### config.mk
export PLATFORM = sky130hd
export DESIGN_NAME = round_robin_run_queue_unit
export DESIGN_NICKNAME = d
export VERILOG_FILES = /design/src/rtl/core/rrq_pkg.sv /design/src/rtl/core/rrq_ram.sv /design/src/rtl/core/rrq_state_mem.sv /design/src/rtl/core/rrq_queue.sv /design/src/rtl/core/round_robin_run_queue_unit.sv
export SDC_FILE = /design/constraint.sdc
export NUM_CORES = 1
export LEC_CHECK = 0
export BUFFER_PORTS_ARGS = -buffer_cell sky130_fd_sc_hd__buf_2
export CAP_MARGIN = 0
export CORE_MARGIN = 5
export CORE_UTILIZATION = 55
export DETAILED_ROUTE_END_ITERATION = 10
export PLACE_DENSITY = 0.82
export SYNTH_ARGS = -nofsm -noshare
export SYNTH_HDL_FRONTEND = slang
export SYNTH_SLANG_ARGS = --single-unit
### constraint.sdc
create_clock -name clk -period 5 [get_ports clk]
set_input_delay 0.25 -clock clk [delete_from_list [all_inputs] [get_ports clk]]
set_output_delay 0.25 -clock clk [all_outputs]
set_load 0.005 [all_outputs]
### src/rtl/core/rrq_pkg.sv
// round robin run queue: shared package
// command codes, task state codes and the queue operation struct
// no dependencies
`default_nettype none

package rrq_pkg;

    localparam int ID_W  = 4;
    localparam int CMD_W = 2;
    localparam int TST_W = 2;

    typedef logic [CMD_W-1:0] rrq_cmd_t;
    typedef logic [TST_W-1:0] rrq_tstate_t;
    typedef logic [ID_W-1:0]  rrq_id_t;

    localparam rrq_cmd_t CMD_CREATE  = 2'd0;
    localparam rrq_cmd_t CMD_START   = 2'd1;
    localparam rrq_cmd_t CMD_RESCHED = 2'd2;
    localparam rrq_cmd_t CMD_EXIT    = 2'd3;

    localparam rrq_tstate_t ST_INITIAL = 2'd0;
    localparam rrq_tstate_t ST_READY   = 2'd1;
    localparam rrq_tstate_t ST_RUNNING = 2'd2;
    localparam rrq_tstate_t ST_DEAD    = 2'd3;

    typedef struct packed {
        logic    rd;
        logic    push_head;
        logic    push_tail;
        logic    pop;
        rrq_id_t id;
    } rrq_qop_t;

endpackage

`default_nettype wire

### src/rtl/core/rrq_ram.sv
// round robin run queue: generic single-port-write ram
// one write port, one read port with registered read data
// no dependencies
`default_nettype none

module rrq_ram #(
    parameter int WIDTH = 4,
    parameter int DEPTH = 16
) (
    input  wire logic                     clk,
    input  wire logic                     wr_en,
    input  wire logic [$clog2(DEPTH)-1:0] wr_addr,
    input  wire logic [WIDTH-1:0]         wr_data,
    input  wire logic                     rd_en,
    input  wire logic [$clog2(DEPTH)-1:0] rd_addr,
    output logic      [WIDTH-1:0]         rd_data
);

    logic [WIDTH-1:0] mem [DEPTH];
    logic [WIDTH-1:0] rd_data_reg;

    always_ff @(posedge clk)
    begin
        if (wr_en)
        begin
            mem[wr_addr] <= wr_data;
        end
        if (rd_en)
        begin
            rd_data_reg <= mem[rd_addr];
        end
    end

    assign rd_data = rd_data_reg;

endmodule

`default_nettype wire

### src/rtl/core/rrq_state_mem.sv
// round robin run queue: per-task state store
// state ram plus per-entry valid bits that supply the reset state
// depends on rrq_pkg, rrq_ram
`default_nettype none

module rrq_state_mem #(
    parameter int TASK_COUNT = 16
) (
    input  wire logic                          clk,
    input  wire logic                          rst_n,
    input  wire logic                          rd_en,
    input  wire logic [$clog2(TASK_COUNT)-1:0] rd_addr,
    input  wire logic                          wr_en,
    input  wire logic [$clog2(TASK_COUNT)-1:0] wr_addr,
    input  wire rrq_pkg::rrq_tstate_t          wr_data,
    output rrq_pkg::rrq_tstate_t               rd_data
);

    localparam int IDX_W = $clog2(TASK_COUNT);

    logic [TASK_COUNT-1:0] valid_reg;
    logic [TASK_COUNT-1:0] valid_next;
    logic                  rd_valid_reg;
    logic                  rd_zero_reg;
    rrq_pkg::rrq_tstate_t  ram_q;

    rrq_ram #(
        .WIDTH (rrq_pkg::TST_W),
        .DEPTH (TASK_COUNT)
    ) u_ram (
        .clk     (clk),
        .wr_en   (wr_en),
        .wr_addr (wr_addr),
        .wr_data (wr_data),
        .rd_en   (rd_en),
        .rd_addr (rd_addr),
        .rd_data (ram_q)
    );

    always_comb
    begin
        valid_next = valid_reg;
        if (wr_en)
        begin
            valid_next[wr_addr] = 1'b1;
        end
    end

    always_ff @(posedge clk or negedge rst_n)
    begin
        if (!rst_n)
        begin
            valid_reg    <= '0;
            rd_valid_reg <= 1'b0;
            rd_zero_reg  <= 1'b0;
        end
        else
        begin
            valid_reg <= valid_next;
            if (rd_en)
            begin
                rd_valid_reg <= valid_reg[rd_addr];
                rd_zero_reg  <= (rd_addr == IDX_W'(0));
            end
        end
    end

    // unwritten entries read as the reset state
    assign rd_data = rd_valid_reg ? ram_q
                   : (rd_zero_reg ? rrq_pkg::ST_INITIAL : rrq_pkg::ST_DEAD);

endmodule

`default_nettype wire

### src/rtl/core/rrq_queue.sv
// round robin run queue: ready deque
// ring of task numbers in a ram with head pointer and fill count
// depends on rrq_pkg, rrq_ram
`default_nettype none

module rrq_queue #(
    parameter int TASK_COUNT = 16
) (
    input  wire logic             clk,
    input  wire logic             rst_n,
    input  wire rrq_pkg::rrq_qop_t op,
    output logic                  empty,
    output rrq_pkg::rrq_id_t      head_data
);

    localparam int IDX_W = $clog2(TASK_COUNT);
    localparam int CNT_W = $clog2(TASK_COUNT + 1);

    logic [IDX_W-1:0] head_reg;
    logic [IDX_W-1:0] head_next;
    logic [CNT_W-1:0] count_reg;
    logic [CNT_W-1:0] count_next;
    logic [IDX_W-1:0] head_inc;
    logic [IDX_W-1:0] head_dec;
    logic [IDX_W:0]   tail_sum;
    logic [IDX_W-1:0] tail;
    logic             full;
    logic             push_h;
    logic             push_t;
    logic             pop;
    logic             wr_en;
    logic [IDX_W-1:0] wr_addr;

    assign full     = (count_reg == CNT_W'(TASK_COUNT));
    assign empty    = (count_reg == CNT_W'(0));
    assign head_inc = (head_reg == IDX_W'(TASK_COUNT - 1)) ? IDX_W'(0) : head_reg + IDX_W'(1);
    assign head_dec = (head_reg == IDX_W'(0)) ? IDX_W'(TASK_COUNT - 1) : head_reg - IDX_W'(1);
    assign tail_sum = (IDX_W + 1)'(head_reg) + (IDX_W + 1)'(count_reg);
    assign tail     = (tail_sum >= (IDX_W + 1)'(TASK_COUNT))
                    ? IDX_W'(tail_sum - (IDX_W + 1)'(TASK_COUNT)) : IDX_W'(tail_sum);

    assign push_h  = op.push_head && !full;
    assign push_t  = op.push_tail && !full;
    assign pop     = op.pop && (!empty || push_t);
    assign wr_en   = push_h || push_t;
    assign wr_addr = push_h ? head_dec : tail;

    always_comb
    begin
        head_next = head_reg;
        if (push_h)
        begin
            head_next = head_dec;
        end
        else if (pop)
        begin
            head_next = head_inc;
        end
        count_next = count_reg;
        case ({wr_en, pop})
            2'b10:   count_next = count_reg + CNT_W'(1);
            2'b01:   count_next = count_reg - CNT_W'(1);
            default: count_next = count_reg;
        endcase
    end

    always_ff @(posedge clk or negedge rst_n)
    begin
        if (!rst_n)
        begin
            head_reg  <= '0;
            count_reg <= '0;
        end
        else
        begin
            head_reg  <= head_next;
            count_reg <= count_next;
        end
    end

    rrq_ram #(
        .WIDTH (rrq_pkg::ID_W),
        .DEPTH (TASK_COUNT)
    ) u_ram (
        .clk     (clk),
        .wr_en   (wr_en),
        .wr_addr (wr_addr),
        .wr_data (op.id),
        .rd_en   (op.rd),
        .rd_addr (head_reg),
        .rd_data (head_data)
    );

endmodule

`default_nettype wire

### src/rtl/core/round_robin_run_queue_unit.sv
// round robin run queue: top level with command sequencer
// usage: one command per input transfer (create, start, reschedule, exit)
// and exactly one result transfer per command with status, switch flag,
// previous and new current task. Task 0 is the idle task.
// timing: the input transfer launches reads of the task state ram and of
// the deque head slot; the next cycle decides and writes back, and the
// result is registered at the end of that cycle. A reschedule or exit
// that switches tasks passes through an extra finish state, a second
// access of the single state ram write port that marks the new task
// running. in_ready is low while a command is in flight.
// reset: task 0 initial, all other tasks dead, deque empty, current task 0;
// the state ram needs no clearing pass, per-entry valid bits stand in.
// stall: the result register holds until out_ready; once idle, a new command
// is taken in the cycle the pending result is transferred, but not before.
// depends on rrq_pkg, rrq_state_mem, rrq_queue
`default_nettype none

module round_robin_run_queue_unit #(
    parameter int TASK_COUNT = 16
) (
    input  wire logic             clk,
    input  wire logic             rst_n,
    input  wire logic             in_valid,
    output logic                  in_ready,
    input  wire rrq_pkg::rrq_cmd_t command,
    input  wire rrq_pkg::rrq_id_t task_id,
    output logic                  out_valid,
    input  wire logic             out_ready,
    output logic                  status,
    output logic                  switched,
    output rrq_pkg::rrq_id_t      previous_task,
    output rrq_pkg::rrq_id_t      running_task
);

    localparam int IDX_W = $clog2(TASK_COUNT);
    localparam int EXT_W = rrq_pkg::ID_W + IDX_W;

    localparam logic [1:0] S_IDLE   = 2'd0;
    localparam logic [1:0] S_EXEC   = 2'd1;
    localparam logic [1:0] S_FINISH = 2'd2;

    logic [1:0]           fsm_reg;
    logic [1:0]           fsm_next;
    rrq_pkg::rrq_cmd_t    cmd_reg;
    rrq_pkg::rrq_id_t     id_reg;
    rrq_pkg::rrq_id_t     current_reg;
    rrq_pkg::rrq_id_t     current_next;
    rrq_pkg::rrq_id_t     nxt_id_reg;
    rrq_pkg::rrq_id_t     nxt_id_next;
    logic                 out_valid_reg;
    logic                 out_valid_next;
    logic                 status_reg;
    logic                 switched_reg;
    rrq_pkg::rrq_id_t     prev_reg;
    rrq_pkg::rrq_id_t     run_reg;

    logic                 accept;
    logic                 res_load;
    logic                 res_status;
    logic                 res_sw;
    rrq_pkg::rrq_id_t     res_run;

    logic [EXT_W-1:0]     in_id_ext;
    logic [EXT_W-1:0]     id_ext;
    logic [EXT_W-1:0]     cur_ext;
    logic [EXT_W-1:0]     nxt_ext;
    logic                 id_ok;

    logic                 st_rd_en;
    logic [IDX_W-1:0]     st_rd_addr;
    logic                 st_wr_en;
    logic [IDX_W-1:0]     st_wr_addr;
    rrq_pkg::rrq_tstate_t st_wr_data;
    rrq_pkg::rrq_tstate_t st_rdata;

    rrq_pkg::rrq_qop_t    qop;
    logic                 q_empty;
    rrq_pkg::rrq_id_t     q_head;
    logic                 requeued;
    rrq_pkg::rrq_id_t     pick;

    assign in_ready = (fsm_reg == S_IDLE) && (!out_valid_reg || out_ready);
    assign accept   = in_valid && in_ready;

    assign in_id_ext = EXT_W'(task_id);
    assign id_ext    = EXT_W'(id_reg);
    assign cur_ext   = EXT_W'(current_reg);
    assign nxt_ext   = EXT_W'(nxt_id_reg);
    assign id_ok     = (id_ext < EXT_W'(TASK_COUNT));

    rrq_state_mem #(
        .TASK_COUNT (TASK_COUNT)
    ) u_state (
        .clk     (clk),
        .rst_n   (rst_n),
        .rd_en   (st_rd_en),
        .rd_addr (st_rd_addr),
        .wr_en   (st_wr_en),
        .wr_addr (st_wr_addr),
        .wr_data (st_wr_data),
        .rd_data (st_rdata)
    );

    rrq_queue #(
        .TASK_COUNT (TASK_COUNT)
    ) u_queue (
        .clk       (clk),
        .rst_n     (rst_n),
        .op        (qop),
        .empty     (q_empty),
        .head_data (q_head)
    );

    assign requeued = (cmd_reg == rrq_pkg::CMD_RESCHED) && (st_rdata == rrq_pkg::ST_RUNNING);

    always_comb
    begin
        if (!q_empty)
        begin
            pick = q_head;
        end
        else if (requeued)
        begin
            pick = current_reg;
        end
        else
        begin
            pick = '0;
        end
    end

    always_comb
    begin
        fsm_next     = fsm_reg;
        current_next = current_reg;
        nxt_id_next  = nxt_id_reg;
        st_rd_en     = 1'b0;
        st_rd_addr   = ((command == rrq_pkg::CMD_CREATE) || (command == rrq_pkg::CMD_START))
                     ? in_id_ext[IDX_W-1:0] : cur_ext[IDX_W-1:0];
        st_wr_en     = 1'b0;
        st_wr_addr   = id_ext[IDX_W-1:0];
        st_wr_data   = rrq_pkg::ST_DEAD;
        qop          = '0;
        qop.rd       = accept;
        qop.id       = id_reg;
        res_load     = 1'b0;
        res_status   = 1'b0;
        res_sw       = 1'b0;
        res_run      = current_reg;
        unique case (fsm_reg)
            S_IDLE:
            begin
                if (accept)
                begin
                    st_rd_en = 1'b1;
                    fsm_next = S_EXEC;
                end
            end
            S_EXEC:
            begin
                res_load = 1'b1;
                fsm_next = S_IDLE;
                unique case (cmd_reg) inside
                    rrq_pkg::CMD_CREATE:
                    begin
                        if (!id_ok || (st_rdata == rrq_pkg::ST_READY)
                            || (st_rdata == rrq_pkg::ST_RUNNING))
                        begin
                            res_status = 1'b1;
                        end
                        else
                        begin
                            st_wr_en   = 1'b1;
                            st_wr_data = rrq_pkg::ST_INITIAL;
                        end
                    end
                    rrq_pkg::CMD_START:
                    begin
                        if (!id_ok || (st_rdata != rrq_pkg::ST_INITIAL))
                        begin
                            res_status = 1'b1;
                        end
                        else
                        begin
                            st_wr_en      = 1'b1;
                            st_wr_data    = rrq_pkg::ST_READY;
                            qop.push_head = 1'b1;
                        end
                    end
                    rrq_pkg::CMD_RESCHED, rrq_pkg::CMD_EXIT:
                    begin
                        qop.id        = current_reg;
                        qop.push_tail = requeued;
                        qop.pop       = requeued || !q_empty;
                        st_wr_addr    = cur_ext[IDX_W-1:0];
                        if (cmd_reg == rrq_pkg::CMD_EXIT)
                        begin
                            st_wr_en   = 1'b1;
                            st_wr_data = rrq_pkg::ST_DEAD;
                        end
                        else if (requeued && (pick != current_reg))
                        begin
                            st_wr_en   = 1'b1;
                            st_wr_data = rrq_pkg::ST_READY;
                        end
                        if (pick != current_reg)
                        begin
                            current_next = pick;
                            nxt_id_next  = pick;
                            res_sw       = 1'b1;
                            res_run      = pick;
                            fsm_next     = S_FINISH;
                        end
                    end
                    default:
                    begin
                        res_status = 1'b0;
                    end
                endcase
            end
            S_FINISH:
            begin
                st_wr_en   = 1'b1;
                st_wr_addr = nxt_ext[IDX_W-1:0];
                st_wr_data = rrq_pkg::ST_RUNNING;
                fsm_next   = S_IDLE;
            end
            default:
            begin
                fsm_next = S_IDLE;
            end
        endcase
    end

    always_comb
    begin
        out_valid_next = out_valid_reg;
        if (out_valid_reg && out_ready)
        begin
            out_valid_next = 1'b0;
        end
        if (res_load)
        begin
            out_valid_next = 1'b1;
        end
    end

    always_ff @(posedge clk or negedge rst_n)
    begin
        if (!rst_n)
        begin
            fsm_reg       <= S_IDLE;
            current_reg   <= '0;
            out_valid_reg <= 1'b0;
        end
        else
        begin
            fsm_reg       <= fsm_next;
            current_reg   <= current_next;
            out_valid_reg <= out_valid_next;
        end
    end

    always_ff @(posedge clk)
    begin
        nxt_id_reg <= nxt_id_next;
        if (accept)
        begin
            cmd_reg <= command;
            id_reg  <= task_id;
        end
        if (res_load)
        begin
            status_reg   <= res_status;
            switched_reg <= res_sw;
            prev_reg     <= current_reg;
            run_reg      <= res_run;
        end
    end

    assign out_valid     = out_valid_reg;
    assign status        = status_reg;
    assign switched      = switched_reg;
    assign previous_task = prev_reg;
    assign running_task  = run_reg;

endmodule

`default_nettype wire

==> flow_summary.json, run 1 <==
{
  "io_pins": 22,
  "synth_top_family_by_area": "multiplexers",
  "num_rows": 42,
  "max_cap_violations": 0,
  "netlist_area_um2": 7307,
  "drt_wl_total_mm": 14.72,
  "min_period_over_period_pct": 76.41,
  "ys.flop_type": "edfxtp_1",
  "synth_warnings": 0,
  "num_antenna_cells": 0,
  "viasPerCell": 6.156,
  "vias": 4463,
  "cp-start-kind": "flip-flop",
  "layout_commonest_cell": "edfxtp_1",
  "grt_max_degree": 35,
  "rsz0062_at_grt": "false",
  "fin_util_pct": 62.03,
  "synth_edf_count": 122,
  "route.detailed.drc": 0,
  "ant_nets": 0,
  "yosys.cell_types.count": 57,
  "first_pass_iters": 5,
  "total_power_mw": 5.163,
  "slew_violations": 0,
  "yosysSeqAreaShare_pct": 61.78,
  "grt_pass1_wl_mm": 23.69,
  "grt_pass1_vias": 4427,
  "placed_cell_area_um2": 7566,
  "drive_above_1_share_pct": 19.31,
  "hold_class": "in -> reg",
  "ir_drop_v": 0.0003331,
  "dieArea_um2": 15690,
  "syn-mean-instance-area_um2": 14.27,
  "ctsHtreeMaxLevel": 4,
  "worst_slew_pin_slew_ns": 1.278,
  "coreArea_um2": 13140,
  "yosysTopAreaCell": "edfxtp_1",
  "cts.repair.resized": 0,
  "clockBufferDepth": 2,
  "post_cts.repair.setup_buffers": 0,
  "critPathCaptureType": "flip-flop",
  "portBuffers": 21,
  "synth_nets": 539,
  "dp_slack_ns": 1.221,
  "synthArstFlopShare_pct": 21.79,
  "die_h_um": 125.3,
  "fin_worst_skew_ns": 0.01680,
  "antenna_found_initial": 0,
  "slew_headroom_pct": 14.82,
  "synth_area_leaders": "edfxtp_1, dfrtp_1, mux4_2",
  "synth_compound_gate_area_share_pct": 8.459,
  "grt.overflow.total": 0,
  "track_usage_pct": 19.44,
  "initial_core_util_pct": 55.62,
  "synth-seq-cells": 156,
  "crit_required_ns": 5.30,
  "largest_register_ffs": 64,
  "status": "completed",
  "root_buffer": "clkbuf_16",
  "cp_max_fo": 23,
  "nets": 563,
  "gp_congestion": 0.8339,
  "die_w_um": 125.3,
  "cts.clk_slew.worst_paths_ns": 0.06,
  "p_leak_nw": 2.934,
  "worstSetupPathType": "reg -> reg",
  "wl_per_cell_um": 20.30,
  "synth_top_area_share_pct": 50.14,
  "power_density_nw_per_um2": 633.5,
  "fillCellCount": 958,
  "period_minus_slack_ns": 3.820,
  "layout_setup_ws_ns": 1.180,
  "syn_inst": 512,
  "fin_area_um2": 8149,
  "hold_violations": 0,
  "clk_latency_ns": 0.42,
  "dp_hpwl_mm": 10.07,
  "cts_sinks": 156,
  "area_growth_pct": 11.52,
  "tritoncts.num_buffers": 17,
  "timing.fmax_mhz": 261.8,
  "cp_data_arrival_time_ns": 4.12,
  "muxShareOfSynthArea_pct": 13.10,
  "layout_common_cells": "edfxtp_1, nand2_1, dfrtp_1, inv_1, mux4_2",
  "synthSimpleGateAreaFrac_pct": 9.092,
  "cts_tree": "built",
  "drt-initial-drc-count": 564,
  "synthAdderAreaFrac_pct": 3.116,
  "setup_viol": 0,
  "tns_ns": 0,
  "post_synth_xor_area_fraction_pct": 1.079
}
==> worst max-delay path, stage by stage (launching register included) <==
cell and delay [ns]:
dfrtp_1 0.38, inv_1 0.11, ha_1 0.72, nand2_1 0.50, a31oi_1 0.63, ha_1 0.38
ha_1 0.30, a21o_1 0.17, a21oi_1 0.16, xor2_1 0.17, nor2_1 0.07, xnor2_1 0.12
==> Yosys cell counts, drive strengths merged (7+ instances only) <==
cell type and n:
nor2 15, nor2b 13, o31ai 14, dfrtp 34
mux2 15, ha 15, mux4 26, nor3 25
clkbuf 14, buf 11, inv 32, o21ai 15
a21oi 11, nand2 41, o211ai 7, mux2i 19
edfxtp 122
==> metrics by stage <==
| step | hold WS (ns) | instances |
|---|---|---|
| after floorplan | -0.04559 | 512 |
| after global placement | 0.3628 | 692 |
| after detailed placement | 0.3736 | 692 |
| after CTS | 0.006844 | 725 |
| after global routing | 0.006691 | 725 |
| final | 0.02778 | 725 |
==> report_power, final <==
group / leakage [nW] / internal (mW) / switching [mW]
clock network: 0.283 / 0.769 / 0.463
registers: 1.53 / 1.79 / 0.277
logic: 1.12 / 0.768 / 1.10
total: 2.93 / 3.32 / 1.84
==> cells by family (layout without fill, tap and decap cells) <==
kind of cell	count (synthesis)	count (layout)
AOI/OAI and AO/OA	87	87
xor gates and xnor gates	9	9
adders and majority gates	17	17
buffers and inverters	57	94
DFF	156	156
muxes	60	60
and+or+nand+nor	126	126
==> timing repair <==
| item | 4_1_cts | 5_1_grt |
|---|---|---|
| hold endpoints to repair | 34 | 0 |
| hold buffers | 1 | 0 |
| endpoints found under the setup margin | 0 | 0 |
==> worst paths after layout <==
check / endpoint / slack [ns] / startpoint / depth (start not counted)
hold / removal: cmd_reg[0] / 0.03 / command[0] / 1
max in group asynchronous: u_state.valid_reg[0] / 4.03 / rst_n / 2
setup reg to reg: u_queue.count_reg[4] / 1.18 / fsm_reg[1] / 11
hold reg to reg: u_state.valid_reg[4] / 0.47 / u_state.valid_reg[4] / 2
setup / recovery: u_queue.count_reg[4] / 1.18 / fsm_reg[1] / 11
min in group asynchronous: u_queue.count_reg[1] / 0.46 / rst_n / 2
==> layout make-up <==
cell class | count | area (um^2) | area share [%]
repair buffers | 30 | 175.2 | 2.150
well taps | 176 | 220.2 | 2.702
clock buffers | 24 | 481.7 | 5.911
clock inverters | 8 | 91.34 | 1.121
inverters | 32 | 120.1 | 1.474
multi-input cells | 299 | 2546 | 31.25
flip-flops and latches | 156 | 4514 | 55.40
==> metal layers <==
layer | wire (um) | GRT usage [%] | vias to the layer above
met5 | 0 | 0 | -
met4 | 276 | 7.462 | 0
met3 | 821 | 4.563 | 33
met2 | 7568 | 32.17 | 174
met1 | 6053 | 25.20 | 2236
li1 | - | - | 2020
Power figures use the tool's default switching activity.
==> inputs of run 2 (changes only) <==
==> constraint.sdc (replaced) <==
create_clock -name clk -period 3.94 [get_ports clk]
set_input_delay 0.197 -clock clk [delete_from_list [all_inputs] [get_ports clk]]
set_output_delay 0.197 -clock clk [all_outputs]
set_load 0.005 [all_outputs]
==> run 2 against run 1 <==
  * Cell count rose by 1.1%
  * Largest power group unchanged
  * Fmax is 14% higher
  * Design area up 1.5%
  * Non-clock buffer count up 8
  * Critical path depth rose by 1
  * Sequential cell count stayed put
  * Wire length increased by 4.2%
  * First-iteration DRC count decreased by 11%
  * Critical endpoint unchanged
  * Clock-buffer cell count is 7 lower
  * Power up 31%
  * Via count grew 2.9%
==> flow_summary.json, run 2 (synthesis results as in run 1) <==
{
  "track_usage_pct": 20.30,
  "ir_drop_v": 0.0004208,
  "layout_commonest_cell": "edfxtp_1",
  "gr-usage-met3_pct": 5.800,
  "cts_tree": "built",
  "ctsHtreeMaxLevel": 4,
  "regArea_um2": 4514,
  "slew_headroom_pct": 31.33,
  "crit_required_ns": 4.25,
  "worstSetupPathType": "reg -> reg",
  "grt_pass1_vias": 4646,
  "cp_slowest_cell": "ha_1",
  "dieArea_um2": 15690,
  "viasPerCell": 6.267,
  "drt_wl_total_mm": 15.34,
  "largest_register_ffs": 64,
  "layout_common_cells": "edfxtp_1, nand2_1, dfrtp_1, inv_1, mux4_2",
  "setup_viol": 0,
  "cp_data_arrival_time_ns": 3.67,
  "route.detailed.drc": 0,
  "crit_chain": "inv_1, ha_1, nand2_1, a31oi_1, buf_4, ha_1, ha_1, a21o_1, a21oi_1, xor2_1, nor2_1, xnor2_1",
  "cts.repair.resized": 0,
  "cp-start-kind": "flip-flop",
  "cts_sinks": 156,
  "initial_core_util_pct": 55.62,
  "fillCellCount": 907,
  "slew_violations": 0,
  "num_antenna_cells": 0,
  "tritoncts.num_buffers": 17,
  "nets": 571,
  "hold_violations": 0,
  "dp_hpwl_mm": 10.20,
  "ff2ff_path_depth": 12,
  "worst_slew_pin_slew_ns": 1.022,
  "gr-usage-met1_pct": 25.31,
  "cp_max_fo": 13,
  "use_met2_pct": 33.66,
  "fin_hold_ws_ns": 0.02704,
  "p_leak_nw": 2.992,
  "timing.fmax_mhz": 297.3,
  "coreArea_um2": 13140,
  "period_minus_slack_ns": 3.364,
  "root_buffer": "clkbuf_16",
  "die_h_um": 125.3,
  "grt_pass1_wl_mm": 24.50,
  "cts.clk_slew.worst_paths_ns": 0.06,
  "first_pass_iters": 6,
  "critPathCaptureType": "flip-flop",
  "power_density_nw_per_um2": 818.6,
  "max_cap_violations": 0,
  "antenna_found_initial": 0,
  "min_period_over_period_pct": 85.37,
  "portBuffers": 21,
  "grt-busiest-layer": "met2",
  "drive_above_1_share_pct": 20.47,
  "hold_class": "in -> reg",
  "tns_ns": 0,
  "drt-initial-drc-count": 501,
  "grt_max_degree": 35,
  "vias": 4594,
  "die_w_um": 125.3,
  "gp_congestion": 0.8771,
  "post_cts.repair.setup_buffers": 0,
  "clockBufferDepth": 2,
  "min_path_cells": 1,
  "fin_worst_skew_ns": 0.007163,
  "clk_latency_ns": 0.42,
  "fin_util_pct": 62.93,
  "max_stage_delay_ns": 0.49,
  "grt.overflow.total": 0,
  "rsz0062_at_grt": "false",
  "cpMostUsedCell": "ha_1",
  "multi_input_area_um2": 2546,
  "io_pins": 22,
  "num_rows": 42,
  "wl_per_cell_um": 20.93,
  "area_growth_pct": 13.15,
  "placed_cell_area_um2": 7596,
  "fin_area_um2": 8268,
  "ant_nets": 0,
  "status": "completed"
}
==> run 2: changes by cell type in the layout (fill, tap and decap cells not counted), sizes merged <==
cell | before | now
inv | 32 | 34
buf | 29 | 33
clkbuf | 24 | 17
clkinv | 6 | 8
clkinvlp | 0 | 1
dlygate4sd3 | 1 | 5
bufinv | 2 | 4
==> run 2: worst paths after layout <==
check,from,end,slack (ns)
setup / recovery,fsm_reg[1],u_queue.count_reg[4],0.58
hold / removal,task_id[0],id_reg[0],0.03
setup reg to reg,fsm_reg[1],u_queue.count_reg[4],0.58
hold reg to reg,u_state.valid_reg[12],u_state.valid_reg[12],0.47
max in group asynchronous,rst_n,u_state.valid_reg[3],3.05
min in group asynchronous,rst_n,current_reg[3],0.40
==> run 2: final cells by class <==
class                   count  share of cell area, %
clock buffers              17                  5.145
clock inverters            15                  2.376
inverters                  32                  1.453
multi-input cells         299                  30.80
flip-flops and latches    156                  54.60
well taps                 176                  2.663
repair buffers             38                  2.966
==> run 2: stage by stage <==
stage	setup slack, ns	power, mW	instances
CTS	0.6213	6.752	733
global route	0.3896	7.087	733
floorplan	0.8851	4.297	512
global placement	0.8786	4.893	696
finish	0.5763	6.768	733
detailed placement	0.6936	5.010	696
==> run 2: timing repair <==
item                       in CTS  in global routing
hold endpoints to repair       38                  0
setup endpoints to repair       0                  0
hold buffers                    5                  0
==> run 2: power breakdown <==
group	switching, mW	leakage [nW]	internal (mW)
Combinational	1.51	1.15	0.999
Clock	0.648	0.304	1.06
Sequential	0.281	1.53	2.27
==> run 2: metal layers <==
| layer | vias to the layer above | share of wire (%) | wire length, um |
|---|---|---|---|
| li1 | 2027 | - | - |
| met2 | 217 | 51 | 7876 |
| met1 | 2319 | 40 | 6099 |
| met5 | - | 0 | 0 |
| met4 | 0 | 2.3 | 355 |
| met3 | 31 | 6.6 | 1009 |
==> run 2: worst max-delay path: cells and delay by family, from the launching register on <==
family,cells,cell delay [ns]
fa+ha+maj,3,1.12
compound gates,3,0.63
simple gates,2,0.52
flops,1,0.39
buf+inv,2,0.30
xor+xnor,2,0.28
